`src/adaptive_first_order_lowpass_defines.svh`:
```
// assertion macros for the adaptive lowpass, clocked on clk_i, off during reset
`ifndef ADAPTIVE_FIRST_ORDER_LOWPASS_DEFINES_SVH
`define ADAPTIVE_FIRST_ORDER_LOWPASS_DEFINES_SVH

// same-cycle implication
`define AFLP_ASSERT_NOW(lbl, ante, cons) \
  lbl: assert property (@(posedge clk_i) disable iff (!rst_ni) (ante) |-> (cons)) \
    else $error("aflp check failed");

// next-cycle implication
`define AFLP_ASSERT_NEXT(lbl, ante, cons) \
  lbl: assert property (@(posedge clk_i) disable iff (!rst_ni) (ante) |=> (cons)) \
    else $error("aflp check failed");

`endif

```
`src/aflp_pkg.sv`:
```
`timescale 1ns / 1ps
package aflp_pkg;

  localparam int unsigned SAMPLE_WIDTH_DEF   = 16;
  localparam int unsigned GAIN_FRAC_BITS_DEF = 10;

  localparam int unsigned AMP_W     = 16;
  localparam int unsigned RUN_THR_W = 8;
  localparam int unsigned RUN_W     = 9;
  localparam int unsigned CFG_IDX_W = 3;

  localparam logic [RUN_W-1:0]     RUN_MAX     = '1;
  localparam logic [RUN_W:0]       RUN_STEP    = 10'd1;
  localparam logic [RUN_W:0]       RUN_BONUS   = 10'd5;
  localparam logic                 ADAPT_RST   = 1'b1;
  localparam logic [AMP_W-1:0]     AMP_THR_RST = 16'd8;
  localparam logic [RUN_THR_W-1:0] RUN_THR_RST = 8'd30;

  typedef enum logic [CFG_IDX_W-1:0] {
    REG_ADAPT_EN  = 3'd0,
    REG_GAIN_INIT = 3'd1,
    REG_GAIN_BASE = 3'd2,
    REG_GAIN_STEP = 3'd3,
    REG_AMP_THR   = 3'd4,
    REG_RUN_THR   = 3'd5
  } aflp_reg_e;

  typedef struct packed {
    logic                 adaptive_enable;
    logic [AMP_W-1:0]     amp_threshold;
    logic [RUN_THR_W-1:0] run_threshold;
  } aflp_ctrl_cfg_t;

endpackage

```
`src/adaptive_first_order_lowpass.sv`:
```
`timescale 1ns / 1ps
// channel    | valid / ready                        | payload
// sample in  | sample_valid_i / sample_ready_o      | sample_i
// filtered   | filtered_valid_o / filtered_ready_i  | filtered_o
// config     | cfg_we_i (no ready)                  | cfg_idx_i, cfg_wdata_i
//
// one item per cycle unless filtered_ready_i stalls; items pass sample_q, then filtered_q
// the gain, run count and previous output feed back through registers, so no item waits on another
// a stalled result holds the input register; a new item is taken while the held one moves on
// reset sets gain to 0.2 in fixed point, previous output, run count and direction to zero
module adaptive_first_order_lowpass
  import aflp_pkg::*;
#(
  parameter int unsigned SAMPLE_WIDTH   = SAMPLE_WIDTH_DEF,
  parameter int unsigned GAIN_FRAC_BITS = GAIN_FRAC_BITS_DEF,
  parameter int unsigned GAIN_W         = GAIN_FRAC_BITS + 1,
  parameter int unsigned CFG_W          = (GAIN_W > AMP_W) ? GAIN_W : AMP_W
) (
  input  logic                    clk_i,
  input  logic                    rst_ni,
  input  logic                    sample_valid_i,
  output logic                    sample_ready_o,
  input  logic [SAMPLE_WIDTH-1:0] sample_i,
  output logic                    filtered_valid_o,
  input  logic                    filtered_ready_i,
  output logic [SAMPLE_WIDTH-1:0] filtered_o,
  input  logic                    cfg_we_i,
  input  logic [CFG_IDX_W-1:0]    cfg_idx_i,
  input  logic [CFG_W-1:0]        cfg_wdata_i
);

  `include "adaptive_first_order_lowpass_defines.svh"

  localparam int unsigned       GAIN_RST_I = ((2 << GAIN_FRAC_BITS) + 5) / 10;
  localparam logic [GAIN_W-1:0] GAIN_RST   = GAIN_W'(GAIN_RST_I);
  localparam logic [GAIN_W-1:0] GAIN_ONE   = GAIN_W'(1) << GAIN_FRAC_BITS;

  logic                    in_vld_q;
  logic [SAMPLE_WIDTH-1:0] sample_q;
  logic                    out_vld_q;
  logic [SAMPLE_WIDTH-1:0] filtered_q, filtered_d;
  logic                    advance;
  logic                    in_take;
  logic [GAIN_W-1:0]       gain_use;
  logic [GAIN_W-1:0]       gain_base;
  logic [GAIN_W-1:0]       gain_step;
  aflp_ctrl_cfg_t          ctrl;

  assign advance        = in_vld_q && (!out_vld_q || filtered_ready_i);
  assign sample_ready_o = !in_vld_q || advance;
  assign in_take        = sample_valid_i && sample_ready_o;

  aflp_cfg_regs #(
    .GAIN_W   (GAIN_W),
    .CFG_W    (CFG_W),
    .GAIN_RST (GAIN_RST)
  ) u_cfg (
    .clk_i       (clk_i),
    .rst_ni      (rst_ni),
    .cfg_we_i    (cfg_we_i),
    .cfg_idx_i   (cfg_idx_i),
    .cfg_wdata_i (cfg_wdata_i),
    .ctrl_o      (ctrl),
    .gain_base_o (gain_base),
    .gain_step_o (gain_step)
  );

  aflp_gain_ctrl #(
    .SAMPLE_WIDTH   (SAMPLE_WIDTH),
    .GAIN_FRAC_BITS (GAIN_FRAC_BITS),
    .GAIN_W         (GAIN_W),
    .GAIN_RST       (GAIN_RST)
  ) u_gain (
    .clk_i       (clk_i),
    .rst_ni      (rst_ni),
    .advance_i   (advance),
    .sample_i    (sample_q),
    .prev_i      (filtered_q),
    .ctrl_i      (ctrl),
    .gain_base_i (gain_base),
    .gain_step_i (gain_step),
    .gain_o      (gain_use)
  );

  aflp_filter #(
    .SAMPLE_WIDTH   (SAMPLE_WIDTH),
    .GAIN_FRAC_BITS (GAIN_FRAC_BITS),
    .GAIN_W         (GAIN_W)
  ) u_filter (
    .sample_i   (sample_q),
    .prev_i     (filtered_q),
    .gain_i     (gain_use),
    .filtered_o (filtered_d)
  );

  // the result register doubles as the previous output
  always_ff @(posedge clk_i or negedge rst_ni) begin
    if (!rst_ni) begin
      in_vld_q   <= 1'b0;
      out_vld_q  <= 1'b0;
      filtered_q <= '0;
    end else begin
      if (in_take) begin
        in_vld_q <= 1'b1;
      end else if (advance) begin
        in_vld_q <= 1'b0;
      end
      if (advance) begin
        out_vld_q  <= 1'b1;
        filtered_q <= filtered_d;
      end else if (filtered_ready_i) begin
        out_vld_q <= 1'b0;
      end
    end
  end

  always_ff @(posedge clk_i) begin
    if (in_take) begin
      sample_q <= sample_i;
    end
  end

  assign filtered_valid_o = out_vld_q;
  assign filtered_o       = filtered_q;

  `AFLP_ASSERT_NOW(a_gain_max, advance, gain_use <= GAIN_ONE)
  `AFLP_ASSERT_NEXT(a_result_after_advance, advance, out_vld_q)
  `AFLP_ASSERT_NEXT(a_item_kept, in_vld_q && !advance, in_vld_q && $stable(sample_q))

endmodule

```
`src/aflp_cfg_regs.sv`:
```
`timescale 1ns / 1ps
module aflp_cfg_regs
  import aflp_pkg::*;
#(
  parameter int unsigned          GAIN_W   = 11,
  parameter int unsigned          CFG_W    = 16,
  parameter logic [GAIN_W-1:0]    GAIN_RST = '0
) (
  input  logic                 clk_i,
  input  logic                 rst_ni,
  input  logic                 cfg_we_i,
  input  logic [CFG_IDX_W-1:0] cfg_idx_i,
  input  logic [CFG_W-1:0]     cfg_wdata_i,
  output aflp_ctrl_cfg_t       ctrl_o,
  output logic [GAIN_W-1:0]    gain_base_o,
  output logic [GAIN_W-1:0]    gain_step_o
);

  aflp_ctrl_cfg_t      ctrl_q;
  logic [GAIN_W-1:0]   gain_base_q;
  logic [GAIN_W-1:0]   gain_step_q;

  always_ff @(posedge clk_i or negedge rst_ni) begin
    if (!rst_ni) begin
      ctrl_q.adaptive_enable <= ADAPT_RST;
      ctrl_q.amp_threshold   <= AMP_THR_RST;
      ctrl_q.run_threshold   <= RUN_THR_RST;
      gain_base_q            <= GAIN_RST;
      gain_step_q            <= GAIN_RST;
    end else if (cfg_we_i) begin
      unique case (aflp_reg_e'(cfg_idx_i))
        REG_ADAPT_EN:  ctrl_q.adaptive_enable <= cfg_wdata_i[0];
        // initial gain comes from GAIN_RST at reset; writes to this index are ignored
        REG_GAIN_INIT: ;
        REG_GAIN_BASE: gain_base_q <= cfg_wdata_i[GAIN_W-1:0];
        REG_GAIN_STEP: gain_step_q <= cfg_wdata_i[GAIN_W-1:0];
        REG_AMP_THR:   ctrl_q.amp_threshold <= cfg_wdata_i[AMP_W-1:0];
        REG_RUN_THR:   ctrl_q.run_threshold <= cfg_wdata_i[RUN_THR_W-1:0];
        default: ;
      endcase
    end
  end

  assign ctrl_o      = ctrl_q;
  assign gain_base_o = gain_base_q;
  assign gain_step_o = gain_step_q;

endmodule

```
`src/aflp_gain_ctrl.sv`:
```
`timescale 1ns / 1ps
module aflp_gain_ctrl
  import aflp_pkg::*;
#(
  parameter int unsigned       SAMPLE_WIDTH   = 16,
  parameter int unsigned       GAIN_FRAC_BITS = 10,
  parameter int unsigned       GAIN_W         = GAIN_FRAC_BITS + 1,
  parameter logic [GAIN_W-1:0] GAIN_RST       = '0
) (
  input  logic                    clk_i,
  input  logic                    rst_ni,
  input  logic                    advance_i,
  input  logic [SAMPLE_WIDTH-1:0] sample_i,
  input  logic [SAMPLE_WIDTH-1:0] prev_i,
  input  aflp_ctrl_cfg_t          ctrl_i,
  input  logic [GAIN_W-1:0]       gain_base_i,
  input  logic [GAIN_W-1:0]       gain_step_i,
  output logic [GAIN_W-1:0]       gain_o
);

  localparam int unsigned       SW    = SAMPLE_WIDTH;
  localparam int unsigned       CMP_W = (SW > AMP_W) ? SW : AMP_W;
  localparam logic [GAIN_W-1:0] GAIN_ONE = GAIN_W'(1) << GAIN_FRAC_BITS;

  logic [GAIN_W-1:0] gain_q, gain_d;
  logic [RUN_W-1:0]  run_q, run_d;
  logic              dir_q, dir_d;

  logic signed [SW:0] diff;
  logic signed [SW:0] diff_neg;
  logic [SW-1:0]      mag;
  logic               dir;
  logic               big;
  logic [RUN_W:0]     run_sum;
  logic [RUN_W-1:0]   run_sat;
  logic               run_over;
  logic [GAIN_W:0]    gain_sum;
  logic [GAIN_W-1:0]  gain_up;
  logic [GAIN_W-1:0]  gain_base_c;

  assign diff     = $signed({sample_i[SW-1], sample_i}) - $signed({prev_i[SW-1], prev_i});
  assign diff_neg = -diff;
  assign dir      = !diff[SW] && (diff != '0);
  assign mag      = diff[SW] ? diff_neg[SW-1:0] : diff[SW-1:0];
  assign big      = CMP_W'(mag) > CMP_W'(ctrl_i.amp_threshold);

  assign run_sum  = {1'b0, run_q} + (big ? (RUN_STEP + RUN_BONUS) : RUN_STEP);
  assign run_sat  = (run_sum > {1'b0, RUN_MAX}) ? RUN_MAX : run_sum[RUN_W-1:0];
  assign run_over = run_sat > RUN_W'(ctrl_i.run_threshold);

  assign gain_sum    = {1'b0, gain_q} + {1'b0, gain_step_i};
  assign gain_up     = (gain_sum > {1'b0, GAIN_ONE}) ? GAIN_ONE : gain_sum[GAIN_W-1:0];
  assign gain_base_c = (gain_base_i > GAIN_ONE) ? GAIN_ONE : gain_base_i;

  always_comb begin
    gain_d = gain_q;
    run_d  = run_q;
    dir_d  = dir_q;
    if (ctrl_i.adaptive_enable) begin
      dir_d = dir;
      if (dir == dir_q) begin
        if (run_over) begin
          gain_d = gain_up;
          run_d  = '0;
        end else begin
          run_d = run_sat;
        end
      end else begin
        gain_d = gain_base_c;
        run_d  = '0;
      end
    end
  end

  always_ff @(posedge clk_i or negedge rst_ni) begin
    if (!rst_ni) begin
      gain_q <= GAIN_RST;
      run_q  <= '0;
      dir_q  <= 1'b0;
    end else if (advance_i) begin
      gain_q <= gain_d;
      run_q  <= run_d;
      dir_q  <= dir_d;
    end
  end

  assign gain_o = gain_d;

endmodule

```
`src/aflp_filter.sv`:
```
`timescale 1ns / 1ps
module aflp_filter
  import aflp_pkg::*;
#(
  parameter int unsigned SAMPLE_WIDTH   = 16,
  parameter int unsigned GAIN_FRAC_BITS = 10,
  parameter int unsigned GAIN_W         = GAIN_FRAC_BITS + 1
) (
  input  logic [SAMPLE_WIDTH-1:0] sample_i,
  input  logic [SAMPLE_WIDTH-1:0] prev_i,
  input  logic [GAIN_W-1:0]       gain_i,
  output logic [SAMPLE_WIDTH-1:0] filtered_o
);

  localparam int unsigned SW = SAMPLE_WIDTH;
  localparam int unsigned PW = GAIN_W + SW + 2;

  logic signed [SW:0]   diff;
  logic signed [PW-1:0] prod;
  logic signed [PW-1:0] acc;

  // prev + floor(K * (x - prev) / ONE), same as floor((K*x + (ONE-K)*prev) / ONE)
  assign diff = $signed({sample_i[SW-1], sample_i}) - $signed({prev_i[SW-1], prev_i});
  assign prod = $signed({1'b0, gain_i}) * diff;
  assign acc  = (prod >>> GAIN_FRAC_BITS) + $signed({{(PW-SW){prev_i[SW-1]}}, prev_i});

  assign filtered_o = acc[SW-1:0];

endmodule
```
`config.mk`:
```
export PLATFORM = sky130hd
export DESIGN_NAME = adaptive_first_order_lowpass
export DESIGN_NICKNAME = d
export VERILOG_FILES = /design/src/aflp_pkg.sv /design/src/adaptive_first_order_lowpass.sv /design/src/aflp_cfg_regs.sv /design/src/aflp_gain_ctrl.sv /design/src/aflp_filter.sv
export VERILOG_INCLUDE_DIRS = /design/src /design/src/src
export SDC_FILE = /design/constraint.sdc
export NUM_CORES = 1
export LEC_CHECK = 0
export BUFFER_PORTS_ARGS = -buffer_cell sky130_fd_sc_hd__buf_4
export CAP_MARGIN = 20
export CORE_ASPECT_RATIO = 1.2
export CORE_MARGIN = 2
export CORE_UTILIZATION = 23
export CTS_CLUSTER_DIAMETER = 80
export CTS_CLUSTER_SIZE = 12
export DETAILED_ROUTE_END_ITERATION = 7
export PLACE_DENSITY = 0.48
export SYNTH_ARGS = -nofsm -noshare
export SYNTH_HDL_FRONTEND = slang
export SYNTH_SLANG_ARGS = --single-unit
```
`constraint.sdc`:
```
create_clock -name clk_i -period 16.4 [get_ports clk_i]
set_clock_uncertainty 0.1 [all_clocks]
set_input_delay 1.64 -clock clk_i [delete_from_list [all_inputs] [get_ports clk_i]]
set_output_delay 1.64 -clock clk_i [all_outputs]
set_load 0.03 [all_outputs]
```
# Word level (Yosys, flattened, before mapping)

Cells that the tools add are included.

Bits in registers: 102
Input bits: 40
Output and inout port bits: 18

$add $sub $neg: 5
Multiply operators: 1
$lt $le $gt $ge: 5
Eq/ne operators: 5
Muxes and demuxes: 14
Reduce and logical (&&, ||, !) cells: 18

Operator list:

| operator               | count |
|---|---|
| $mux W11               | 5 |
| $mux W9                | 3 |
| $mul A12 B17 Y26       | 1 |
| $reduce_bool A17 Y1    | 1 |
| $sub A16 B16 Y17       | 1 |
| $add A16 B16 Y16       | 1 |
| $gt A16 B16 Y1         | 1 |
| $mux W16               | 1 |
| $neg A16 Y16           | 1 |
| $add A11 B11 Y12       | 1 |
| $gt A12 B11 Y1 const B | 1 |
| $reduce_and A2 Y1      | 6 |
| $gt A11 B11 Y1 const B | 1 |
| $add A9 B10 Y10        | 1 |
| $gt A10 B9 Y1 const B  | 1 |
| $gt A9 B8 Y1           | 1 |
| $eq A3 B2 Y1 const B   | 2 |
| $eq A3 B3 Y1 const B   | 2 |
| $mux W1                | 4 |
| $reduce_bool A2 Y1     | 2 |
| $logic_and A1 B1 Y1    | 3 |
| $logic_not A1 Y1       | 3 |
| $logic_not A3 Y1       | 1 |
| $mux W3                | 1 |
| 2 further kinds        | 3 |

# Logic depth before layout (Yosys ltp)

Depth in word-level cells: 14
Mapped depth: 80

# Hierarchy

From an unflattened synthesis, not the netlist that was laid out.

Cell total of the unflattened synthesis: 1,595
Area, all modules: 14,605.3 sq um

Modules (own cells, without submodules):

| module                       | instances | cells an instance | area each (sq um) | seq. area each (sq um) |
|---|---|---|---|---|
| aflp_filter                  | 1         | 887               | 7,414.6           | 0.0 |
| aflp_gain_ctrl               | 1         | 547               | 4,122.7           | 531.8 |
| aflp_cfg_regs                | 1         | 103               | 1,846.8           | 1,196.1 |
| adaptive_first_order_lowpass | 1         | 58                | 1,221.2           | 930.9 |

# Worst setup path after synthesis

Ideal clock, no wire load.

Kind: reg-to-reg
Start point: register filtered_q[0] (netlist: filtered_o[0])
End point: register filtered_q[15] (netlist: filtered_o[15])
Library setup time: 0.080 ns
Arrival time: 14.378 ns
Required time: 16.220 ns
Path slack: 1.842 ns
Cell stages (with the launch flop): 71
Buffers on the path: 3
Clock period less this slack: 14.558 ns
Path through: dfrtp_1 -> ha_1 -> fa_1 -> nor2b_4 -> o2111ai_1 -> a31oi_1 -> xor2_1 -> or3_4 -> or4_1 -> nand2_1 -> xnor2_1 -> ha_1 -> a21o_1 -> a21o_1 -> a21oi_1 -> o21ai_0 -> o22ai_1 -> inv_1 -> [35 not listed] -> a21oi_1 -> o21ai_0 -> nand2b_1 -> a211o_1 -> and2_1 -> ha_1 -> and3_1 -> a21oi_1 -> o21ai_0 -> o21a_1 -> o21ai_0 -> nand2b_1 -> a31oi_1 -> o21ai_0 -> xnor2_1 -> a21o_2 -> a21oi_2 -> xnor2_1

Longest elaborated chain between the ends: 14
Elaborated cells between the ends (all ways): 18

RTL lines:

| element                  | line                                    | source |
|---|---|---|
| start: declaration       | adaptive_first_order_lowpass.sv:41      | `logic [SAMPLE_WIDTH-1:0] filtered_q, filtered_d;` |
| start signal: assignment | adaptive_first_order_lowpass.sv:110     | `filtered_q <= filtered_d;` |
| $sub A16 B16 Y17         | aflp_gain_ctrl.sv:41, aflp_filter.sv:23 |  |
| $neg A16 Y16             | aflp_gain_ctrl.sv:42                    | `assign diff_neg = -diff;` |
| $mux W16                 | aflp_gain_ctrl.sv:44                    | `assign mag = diff[SW] ? diff_neg[SW-1:0] : diff[SW-1:0];` |
| $gt A16 B16 Y1           | aflp_gain_ctrl.sv:45                    | `assign big = CMP_W'(mag) > CMP_W'(ctrl_i.amp_threshold);` |
| $mux W3                  | aflp_gain_ctrl.sv:47                    | `assign run_sum = {1'b0, run_q} + (big ? (RUN_STEP + RUN_BONUS) : RUN_STEP);` |
| $add A9 B10 Y10          | aflp_gain_ctrl.sv:47                    |  |
| $gt A10 B9 Y1            | aflp_gain_ctrl.sv:48                    | `assign run_sat = (run_sum > {1'b0, RUN_MAX}) ? RUN_MAX : run_sum[RUN_W-1:0];` |
| $mux W9                  | aflp_gain_ctrl.sv:48                    |  |
| $gt A9 B8 Y1             | aflp_gain_ctrl.sv:49                    | `assign run_over = run_sat > RUN_W'(ctrl_i.run_threshold);` |
| $mux W11                 | aflp_gain_ctrl.sv:62                    | `if (run_over) begin` |
| $mux W11                 | aflp_gain_ctrl.sv:61                    | `if (dir == dir_q) begin` |
| $mux W11                 | aflp_gain_ctrl.sv:59                    | `if (ctrl_i.adaptive_enable) begin` |
| $mul A12 B17 Y26         | aflp_filter.sv:24                       | `assign prod = $signed({1'b0, gain_i}) * diff;` |
| $add A16 B16 Y16 *       | aflp_filter.sv:25                       | `assign acc = (prod >>> GAIN_FRAC_BITS) + $signed({{(PW-SW){prev_i[SW-1]}}, prev_i});` |

Mark *: on every way between the ends. The rest lies on a longest branch, timed or not.
A chain may end at the register's enable or synchronous reset.

# Worst setup path in the final report

Same ends and word-level chain as after synthesis.

==> results by group <==
STA
  • Crit share post-route: 93.1%
  • Period minus WS final: 15.27 ns
  • Final setup fails: 0
  • F_max: between 60 and 70 MHz
  • Fin. Hold Viols: 0
  • Worst Tran Pin Value: 1.12 ns
  • RSZ-0062 raised after global routing: no
  • Headroom to the max-slew limit: roughly 25%
  • Final slew viol count: 0
  • Setup TNS: 0 ns

Worst setup path
  • Most used cell along the critical path: ha_1
  • Slowest cell delay on critical path: 0.55 ns
  • Reg2reg start: filtered_o[0]
  • Slowest cell on the critical path: or4_1
  • Worst path arrival time: 15.47 ns
  • CP endpoint: filtered_o[15]
  • Worst-path fanout max: 17
  • Crit. End Element: flip-flop
  • CP Class: reg2reg
  • Worst reg2reg setup slack: 1.13 ns
  • Worst EP required: 16.61 ns
  • R2R Path End: filtered_o[15]
  • Type of origin of the critical path: flip-flop
  • R2r worst-path depth: 67
  • Crit path launch: filtered_o[0]

Detailed routing
  • Remaining DRCs: 0
  • Vias: 10400
  • Starting DRT DRC Count: 560
  • DR pass1 iterations: 6
  • Remaining antenna violation count: 0
  • DR WL/cell: 16.0 µm
  • Vias per std cell: 4.53
  • Final wirelength: between 30 and 40 mm

GRT
  • GRT Util Overall: around an eighth
  • GRT busiest layer: met2
  • GR Util met2: 22.8%
  • Gr ovfl total: 0
  • First-pass GRT wire length: 60.6 mm
  • GRT met1 Usage: roughly 16%
  • Initial antenna violation count: 0
  • Pin count of the biggest net entering global routing: 47
  • Met3 GRT Util: ~2%
  • Number of global-route vias before repair: 11100

Placement
  • Number of I/O port buffers: 57
  • DP Wirelength: 30.4 mm
  • Routability cong.: between 0.8 and 0.9

Logic synthesis
  • Yosys reg bits: 102
  • Largest family of logic cells by synthesized area: adder cells
  • Synth Area in Simple Gates: 14.8%
  • Netlist Area Pre-Place: about 13000 µm²
  • Post-synthesis adder-cell area fraction: 35.2%
  • Warnings, synthesis: 0
  • Compound-cell area share of the yosys netlist: 12.5%
  • Gate Count Post-Synth: 1506
  • Sequential share of the synthesized area: 19.8%
  • Net count after synthesis: between 1500 and 2000
  • Async SR Flop Fraction: between 80% and 90%
  • EDFF count, synth: 16
  • Post-synthesis mux area share: 3.79%
  • Post-Synth XOR/XNOR Area: 5.44%
  • Post-synthesis cell type count: 84
  • Most frequently used flop master after synthesis: dfrtp_1
  • Mean post-synth cell area: 8.93 µm²

Finish
  • Ant. Diodes: 0
  • Filler cells: 6221
  • Layout Area Growth over Synthesis: 13.5%
  • Final #Nets: 1881
  • Fraction of layout cells with a size suffix above 1: 12.9%

Clock network
  • Max H-tree Level: 3
  • CTS buffer count: 9
  • CTS tree: done
  • Clock slew at reported path FFs: 0.08 ns
  • Hold_buf cts: 0
  • Longest Clk Path Bufs: 2
  • CTS sink count: 102
  • CTS root buf: clkbuf_16
  • Clock latency on the worst-skew pair: 0.38 ns

Floorplan
  • Cell Rows: 97
  • Core Footprint: approximately 58000 µm²
  • Starting density of the core: 23.1%
  • Full die area: 60500 µm²
  • Die W: 225 µm
  • Die Y: 269 µm
  • IO Pins: 58

Status
  • Status: finished clean

Run
  • Number of max-cap violations: 0

Hold path
  • Worst hold-check path type: reg2reg
## registers in the layout, summed over array words and instances, names as in the netlist
| signal | cells |
|---|---|
| u_cfg.ctrl_o | 25 |
| filtered_o | 16 |
| sample_q | 16 |
| u_cfg.gain_base_o | 11 |
| u_cfg.gain_step_o | 11 |
| u_gain.gain_q | 11 |
| u_gain.run_q | 9 |
| filtered_valid_o | 1 |
| in_vld_q | 1 |
| u_gain.dir_q | 1 |
## cells by family (layout without fill, tap and decap cells)
logic type | Yosys count | in the layout
buffers and inverters | 301 | 358
flip-flops | 102 | 102
AND/OR/NAND/NOR | 435 | 435
AO/OA/AOI/OAI | 257 | 257
multiplexers | 46 | 46
XOR/XNOR | 82 | 82
adder cells (fa/ha/maj) | 283 | 283
## critical path, delay by kind of cell, from the launching register on
| kind | cells | cell delay [ns] |
|---|---|---|
| compound gates | 27 | 5.13 |
| xor+xnor | 5 | 0.91 |
| fa+ha+maj | 12 | 4.45 |
| buf+inv | 4 | 0.27 |
| flops | 1 | 0.41 |
| mux | 1 | 0.39 |
| simple gates | 18 | 3.51 |
## cell usage after synthesis (7+ instances only)
cell	count	area share, %
dfstp_2	21	4.1
and2_1	14	0.65
nand2_1	177	4.9
xnor2_1	59	3.8
edfxtp_1	16	3.6
nand3_1	20	0.74
o21bai_1	7	0.39
fa_1	159	24
a21o_1	23	1.3
ha_1	124	12
nor3b_1	7	0.39
o31ai_1	10	0.56
o21ai_0	71	2.6
inv_1	256	7.1
nor3_1	13	0.48
dfrtp_1	65	12
a21oi_1	66	2.5
xor2_1	22	1.4
a22o_1	8	0.52
clkbuf_1	36	1.0
mux2_2	40	3.3
nor2b_1	11	0.51
nand4_1	9	0.42
nand2b_1	28	1.3
o21a_1	11	0.61
nor2_1	124	3.5
## placed cells by master, fill, tap and decap left out, types with 3 or more instances in the layout
| master | n |
|---|---|
| o21ai_0 | 70 |
| nor2_1 | 124 |
| nor3_1 | 12 |
| o2111ai_1 | 3 |
| mux2_2 | 38 |
| nand3_1 | 20 |
| o211ai_1 | 4 |
| xnor2_1 | 58 |
| nor4_1 | 4 |
| o21bai_1 | 7 |
| nor2b_1 | 11 |
| dfrtp_1 | 65 |
| and2_1 | 13 |
| clkbuf_16 | 9 |
| a21oi_1 | 66 |
| inv_1 | 256 |
| edfxtp_1 | 16 |
| a21o_1 | 23 |
| o31ai_1 | 10 |
| xor2_1 | 21 |
| a211o_1 | 3 |
| buf_4 | 82 |
| fa_1 | 159 |
| a31oi_1 | 5 |
| a211oi_1 | 4 |
| nand4_1 | 9 |
| o21a_1 | 11 |
| nor3b_1 | 7 |
| dfstp_2 | 21 |
| nand2b_1 | 28 |
| and3_1 | 6 |
| ha_1 | 124 |
| or2_2 | 5 |
| a22o_1 | 8 |
| nand2_1 | 177 |
| mux2i_1 | 5 |
## worst min path at each step
stage,startpoint,to,slack [ns],cells past startpoint
after global routing,u_cfg.gain_base_o[5],u_cfg.gain_base_o[5],0.43,1
after CTS,u_gain.run_q[0],u_gain.run_q[0],0.40,2
after detailed placement,u_gain.run_q[0],u_gain.run_q[0],0.38,2
final,u_gain.run_q[0],u_gain.run_q[0],0.40,2
after global placement,u_gain.run_q[0],u_gain.run_q[0],0.38,2
after floorplan,u_gain.run_q[0],u_gain.run_q[0],0.35,2
## stage by stage
step | instances | worst slack, ns | hold WS [ns] | cell area [µm²] | util, %
2_1_floorplan | 1506 | 1.84 | 0.353 | 13500 | -
3_3_place_gp | 2285 | 0.823 | 0.377 | 14800 | 25.5
3_5_place_dp | 2285 | 0.555 | 0.381 | 14800 | 25.5
4_1_cts | 2301 | 0.479 | 0.403 | 15100 | 26.1
5_1_grt | 2305 | 0.0143 | 0.431 | 15300 | 26.3
6_report | 2305 | 1.13 | 0.398 | 15300 | 26.3
## final cells by class
class / instances / area [µm²] / area share, %
tap: 742 / 928 / 6.08
multi-input combinational: 1103 / 9720 / 63.6
sequential: 102 / 2660 / 17.4
inverter: 256 / 961 / 6.29
clock inverter: 7 / 100 / 0.656
clock buffer: 9 / 225 / 1.48
timing repair buffer: 86 / 679 / 4.45
## routing by layer
metal	share of wire, %	wire length (µm)	up-vias
met1	44	16400	5240
met2	50	18500	167
li1	-	-	4989
met4	2.5	927	0
met3	3.1	1140	40
met5	0	0	-
## repair_timing
action                                 in CTS  in global routing
buffers inserted                            0                  2
resized for setup                           0                 16
endpoints found under the hold margin       0                  0
setup endpoints to repair                   0                  4
Power is not shown: default switching activity piles up to over one toggle a cycle in this logic, so the estimate is an artifact.
